**src/rtl/dlm_pkg.sv**
```systemverilog
`timescale 1ns / 1ps
`default_nettype none
// ----------------------------------------------------------------------------
// dlm_pkg
// Shared constants and controller/datapath interface types for the
// Damerau-Levenshtein sequence matcher.
// ----------------------------------------------------------------------------
package dlm_pkg;

   localparam int MAX_LEN_DEF  = 64;
   localparam int ALPHABET_DEF = 256;

   localparam int MODE_W  = 2;
   localparam int LABEL_W = 8;
   localparam int THR_W   = 9;
   localparam int DIST_W  = 7;

   localparam logic [THR_W-1:0] THRESH_RESET = 9'd64;

   localparam logic [MODE_W-1:0] MODE_FIRST   = 2'd0;
   localparam logic [MODE_W-1:0] MODE_SECOND  = 2'd1;
   localparam logic [MODE_W-1:0] MODE_COMPARE = 2'd2;

   // Datapath commands, one step per bit
   typedef struct packed {
      logic append;    // symbol transaction taken
      logic start;     // compare transaction taken
      logic row_init;  // fetch first-sequence symbol, reset column state
      logic rd_b;      // fetch second-sequence symbol
      logic rd_lrs;    // look up last row seen for that symbol
      logic rd_mat;    // read up and transposition cells
      logic calc;      // compute and write one cell
      logic row_end;   // record row in last-row table
      logic ex_rd;     // exact mode: fetch both symbols
      logic ex_cmp;    // exact mode: compare them
      logic finish;    // load result register, clear lengths
   } cmd_type;

   typedef struct packed {
      logic lens_eq;
      logic any_empty;
      logic col_last;
      logic row_last;
      logic ex_last;
      logic sym_eq;
      logic rsp_free;
   } sts_type;

endpackage
`default_nettype wire

```
**src/rtl/dlm_ctrl.sv**
```systemverilog
`timescale 1ns / 1ps
`default_nettype none
// ----------------------------------------------------------------------------
// dlm_ctrl
// Sequencer for the matcher: symbol loads, exact scan and the cell loop of
// the distance matrix.
// ----------------------------------------------------------------------------
module dlm_ctrl (
   input  wire logic                        clock,
   input  wire logic                        reset,
   input  wire logic                        req_valid,
   input  wire logic [dlm_pkg::MODE_W-1:0]  req_mode,
   input  wire logic                        req_exact_compare,
   input  wire dlm_pkg::sts_type            sts,
   output dlm_pkg::cmd_type                 cmd,
   output logic                             req_stall
);

   localparam logic [3:0] S_IDLE    = 4'd0;
   localparam logic [3:0] S_EX_RD   = 4'd1;
   localparam logic [3:0] S_EX_CMP  = 4'd2;
   localparam logic [3:0] S_ROW     = 4'd3;
   localparam logic [3:0] S_COL     = 4'd4;
   localparam logic [3:0] S_LRS     = 4'd5;
   localparam logic [3:0] S_RD      = 4'd6;
   localparam logic [3:0] S_CALC    = 4'd7;
   localparam logic [3:0] S_ROW_END = 4'd8;
   localparam logic [3:0] S_DONE    = 4'd9;

   logic [3:0] state_ff, state_in;
   logic       accept;

   assign req_stall = (state_ff != S_IDLE);
   assign accept    = req_valid && (state_ff == S_IDLE);

   always_comb begin
      cmd          = '0;
      cmd.append   = accept && ((req_mode == dlm_pkg::MODE_FIRST) ||
                                (req_mode == dlm_pkg::MODE_SECOND));
      cmd.start    = accept && (req_mode == dlm_pkg::MODE_COMPARE);
      cmd.row_init = (state_ff == S_ROW);
      cmd.rd_b     = (state_ff == S_COL);
      cmd.rd_lrs   = (state_ff == S_LRS);
      cmd.rd_mat   = (state_ff == S_RD);
      cmd.calc     = (state_ff == S_CALC);
      cmd.row_end  = (state_ff == S_ROW_END);
      cmd.ex_rd    = (state_ff == S_EX_RD);
      cmd.ex_cmp   = (state_ff == S_EX_CMP);
      cmd.finish   = (state_ff == S_DONE) && sts.rsp_free;
   end

   always_comb begin
      state_in = state_ff;
      case (state_ff)
         S_IDLE: begin
            if (cmd.start) begin
               if (req_exact_compare) begin
                  state_in = (sts.lens_eq && !sts.any_empty) ? S_EX_RD : S_DONE;
               end else begin
                  state_in = sts.any_empty ? S_DONE : S_ROW;
               end
            end
         end
         S_EX_RD:   state_in = S_EX_CMP;
         S_EX_CMP:  state_in = (!sts.sym_eq || sts.ex_last) ? S_DONE : S_EX_RD;
         S_ROW:     state_in = S_COL;
         S_COL:     state_in = S_LRS;
         S_LRS:     state_in = S_RD;
         S_RD:      state_in = S_CALC;
         S_CALC:    state_in = sts.col_last ? S_ROW_END : S_COL;
         S_ROW_END: state_in = sts.row_last ? S_DONE : S_ROW;
         S_DONE:    state_in = sts.rsp_free ? S_IDLE : S_DONE;
         default:   state_in = S_IDLE;
      endcase
   end

   always_ff @(posedge clock) begin
      if (reset) begin
         state_ff <= S_IDLE;
      end else begin
         state_ff <= state_in;
      end
   end

endmodule
`default_nettype wire

```
**config.mk**
```make
export PLATFORM = sky130hd
export DESIGN_NAME = dlm_ctrl
export DESIGN_NICKNAME = d
export VERILOG_FILES = /design/src/rtl/dlm_pkg.sv /design/src/rtl/dlm_ctrl.sv
export SDC_FILE = /design/constraint.sdc
export NUM_CORES = 1
export LEC_CHECK = 0
export BUFFER_PORTS_ARGS = -buffer_cell sky130_fd_sc_hd__buf_4
export CAP_MARGIN = 10
export CORE_AREA = 2 2 39 41
export CTS_BUF_LIST = sky130_fd_sc_hd__clkbuf_4
export CTS_CLUSTER_SIZE = 40
export DETAILED_ROUTE_END_ITERATION = 10
export DIE_AREA = 0 0 41 43
export GPL_TIMING_DRIVEN = 0
export HOLD_SLACK_MARGIN = 0.06
export SLEW_MARGIN = 5
export SYNTH_ARGS = -nofsm -noshare
export SYNTH_HDL_FRONTEND = slang
export SYNTH_SLANG_ARGS = --single-unit
```
**constraint.sdc**
```tcl
create_clock -name clock -period 3.2 [get_ports clock]
set_input_delay 0.16 -clock clock [delete_from_list [all_inputs] [get_ports clock]]
set_output_delay 0.16 -clock clock [all_outputs]
set_load 0.03 [all_outputs]
```
Word-level counts from Yosys, hierarchy flattened
Cells that the tools add are included.

word-level totals
  bits in registers = 4
  input bits = 13
  output and inout bits = 12

operators by class
  equality and inequality tests = 12
  mux-type cells = 9
  reductions and logical operators = 12

operators by type and width
  operator                                                          number
  4-bit one-hot mux with 10 select lines                            1
  4-bit two-way mux                                                 8
  4-bit by 3-bit == test with 1-bit output (second input constant)  4
  4-bit by 2-bit == test with 1-bit output (second input constant)  2
  4-bit == test (second input constant)                             2
  1-bit logical AND                                                 5
  4-bit by 1-bit == test with 1-bit output (second input constant)  1
  4-bit zero test                                                   1
  4-bit nonzero test                                                1
  2-bit by 1-bit == test with 1-bit output (second input constant)  1
  2-bit == test (second input constant)                             1
  1-bit zero test                                                   2
  2-bit zero test                                                   1
  1-bit logical OR                                                  2
  2-bit inequality test (second input constant)                     1

Logic depth before layout (Yosys ltp)
  depth after elaboration = 6
  gate-level depth with buffers = 4

Least setup slack after synthesis
OpenSTA, ideal clock, no wires.

  path kind = register to register
  from = reg state_ff[0]
  to = reg state_ff[3]
  arrival time = 1.952 ns
  data required time = 3.124 ns
  path slack = 1.172 ns
  stages on the path, launching flop included = 5
  buffers on the path = 1
  cell sequence = dfxtp_1 buf_2 nor4b_1 a22oi_1 a31oi_1

RTL lines
  item                    line            RTL
  start, declared         dlm_ctrl.sv:30  logic [3:0] state_ff, state_in;
  start signal, assigned  dlm_ctrl.sv:81  state_ff <= state_in;

==> results.cfg <==
[placed_design]
place_congestion = 0.779
io_buffers = 24
hpwlAfterDp_um = 802
dp_worst_setup_slack_ps = 1680

[sta]
fmax_mhz = 579
rsz0062_at_grt = false
drv_slew = 0
setup_tns_ps = 0
fin_crit_ps = 1730
period_share = 0.540
finClkSkew_ps = 0.148
fin_ws_ps = 1470
hold_viol = 0
tightest_slew_ps = 462
max_slew_margin = 0.689
setup_viol = 0

[clock_tree]
cts_setup_buffers = 0
cts_buffers = 3
clkTransAtPathRegs_ps = 40
cts_hold_buffers = 0
clock_sinks = 4
root_buffer = clkbuf_4
ctsHtreeMaxLevel = 1
clk_path_buf_depth = 2
cts_tree = done
post_cts_resized = 0
clock_latency_ps = 230

[run_status]
status = finished, final reports clean

[layout]
diodes = 0
fin_nets = 90
n_fill_cell = 161
syn2layout_area_growth_pct = 61.4
drive_gt1_frac = 0.427
multiInputGateArea_um2 = 253
regMostFlops = state_ff
largest_reg_flops = 4
regArea_um2 = 80.1
top_regs = state_ff: 4 flops

[drt]
via_per_inst = 4.98
dr.pass1.iters = 2
vias = 453
routed_wl_um = 985
drc = 0
wl_per_cell_um = 10.8
ant_nets = 0
initialDrtViolationCount = 8

[floorplanning]
fp.dieArea_mm2 = 0.00176
core_mm2 = 0.00138
ios = 25
initial_utilization = 0.262
die_w_um = 41
die-height_um = 43
std_cell_rows = 14

[critical_path]
cp-start-kind = flip-flop
critPathArrivalTime_ps = 1570
worstSetupPathType = flip-flop to primary output
rrSetupSlack_ps = 1900
required_ps = 3040
crit_path_end_kind = primary output
crit_fanout = 7

[synth]
synth.yosys.warnings = 0
synthArstFlopShare = 0
yosysMostFrequentCell = nor3_1
synthTopCellsByCount = 5 x nor3_1, 4 x dfxtp_1, 4 x nor2_1
synth.area.top_cells = dfxtp_1 22%, nor4b_1 7.2%, nor3_1 6.9%
yosysTopAreaCell = dfxtp_1
yosysSeqAreaShare = 0.221
syn_area_um2 = 363
synth_top_area_frac = 0.221
syn_avg_cell_area_um2 = 7.56
ys.flop_type = dfxtp_1
syn_nets = 61
synthDistinctLibCells = 26
synthCells = 48
synth_seq_cells = 4
synth_edf_count = 0

[global_route]
antenna_found_initial = 0
grt_pass1_vias = 358
grt_overflow = 0
grt_usage = 0.119
grt_pass1_wl_mm = 1.39
grt_max_degree = 11

[power]
p_int_uw = 195
leakagePower_uw = 0.000269
powerDensity_mw_per_mm2 = 612
pwr-share-comb = 0.622
switching_share = 0.456
clkPwrFrac = 0.174
worst_ir_drop_vdd_uv = 467
share_seq_of_total_power = 0.204
power_switching_uw = 164

[flow_run]
maxCapViolations = 0

[min_path]
hp-class = input port to flip-flop
critical path, cell delays in order (launching register included):
cell and delay (ps):
dfxtp_1 350, nor4_1 430, inv_1 140, nor3b_1 220, buf_4 190
worst paths after layout:
path | to | cells after the start | startpoint
worst min-delay path | state_ff[3] | 3 | reset
worst max-delay path | cmd[10] | 4 | state_ff[3]
worst min register to register | state_ff[3] | 3 | state_ff[0]
worst max register to register | state_ff[0] | 3 | state_ff[2]
kinds of logic after synthesis:
kind of cell           share of synthesized area
AO/OA/AOI/OAI                              0.183
flip-flops                                 0.221
AND/OR/NAND/NOR                            0.486
multiplexers                              0.0276
buffers and inverters                     0.0828
cell type report:
cell class	instances	area share
Sequential cell	4	0.137
Timing Repair Buffer	24	0.308
Clock buffer	3	0.0385
Tap cell	16	0.0342
Inverter	2	0.0128
Multi-Input combinational cell	38	0.432
Buffer	4	0.0385
layout by cell type, fill, tap and decap left out, drive strengths merged, types with 2 or more instances in the layout:
cell type and instances:
inv 2, nor2 4, nor3 5, buf 28, o21ai 3, nand2b 3, dfxtp 4, clkbuf 3
nor3b 2, nand3b 2, nand2 2, nor4b 4
per-layer routing:
layer / global-route usage / share of wire / vias up
met5: 0 / 0 / -
met4: 0.0200 / 0 / 0
met3: 0.0785 / 0.11 / 0
met2: 0.188 / 0.45 / 25
met1: 0.131 / 0.43 / 194
li1: - / - / 234
stage by stage:
step | util | total power [uW] | std cells | area, um2 | hold slack, ps
2_1_floorplan | - | 226 | 48 | 363 | 392
3_3_place_gp | 0.407 | 298 | 88 | 563 | 517
3_5_place_dp | 0.407 | 300 | 88 | 563 | 524
4_1_cts | 0.423 | 365 | 91 | 586 | 271
5_1_grt | 0.423 | 390 | 91 | 586 | 293
6_report | 0.423 | 359 | 91 | 586 | 282
power groups by stage:
stage | Sequential, uW | Combinational, uW | Clock (uW)
after floorplan | 70.1 | 156 | 0
after global placement | 74.1 | 224 | 0
after detailed placement | 74.2 | 225 | 0
after CTS | 72.9 | 226 | 66.8
after global routing | 74.9 | 242 | 73.2
final | 73.1 | 223 | 62.4
No activity file was read; power rests on OpenSTA's default activity.
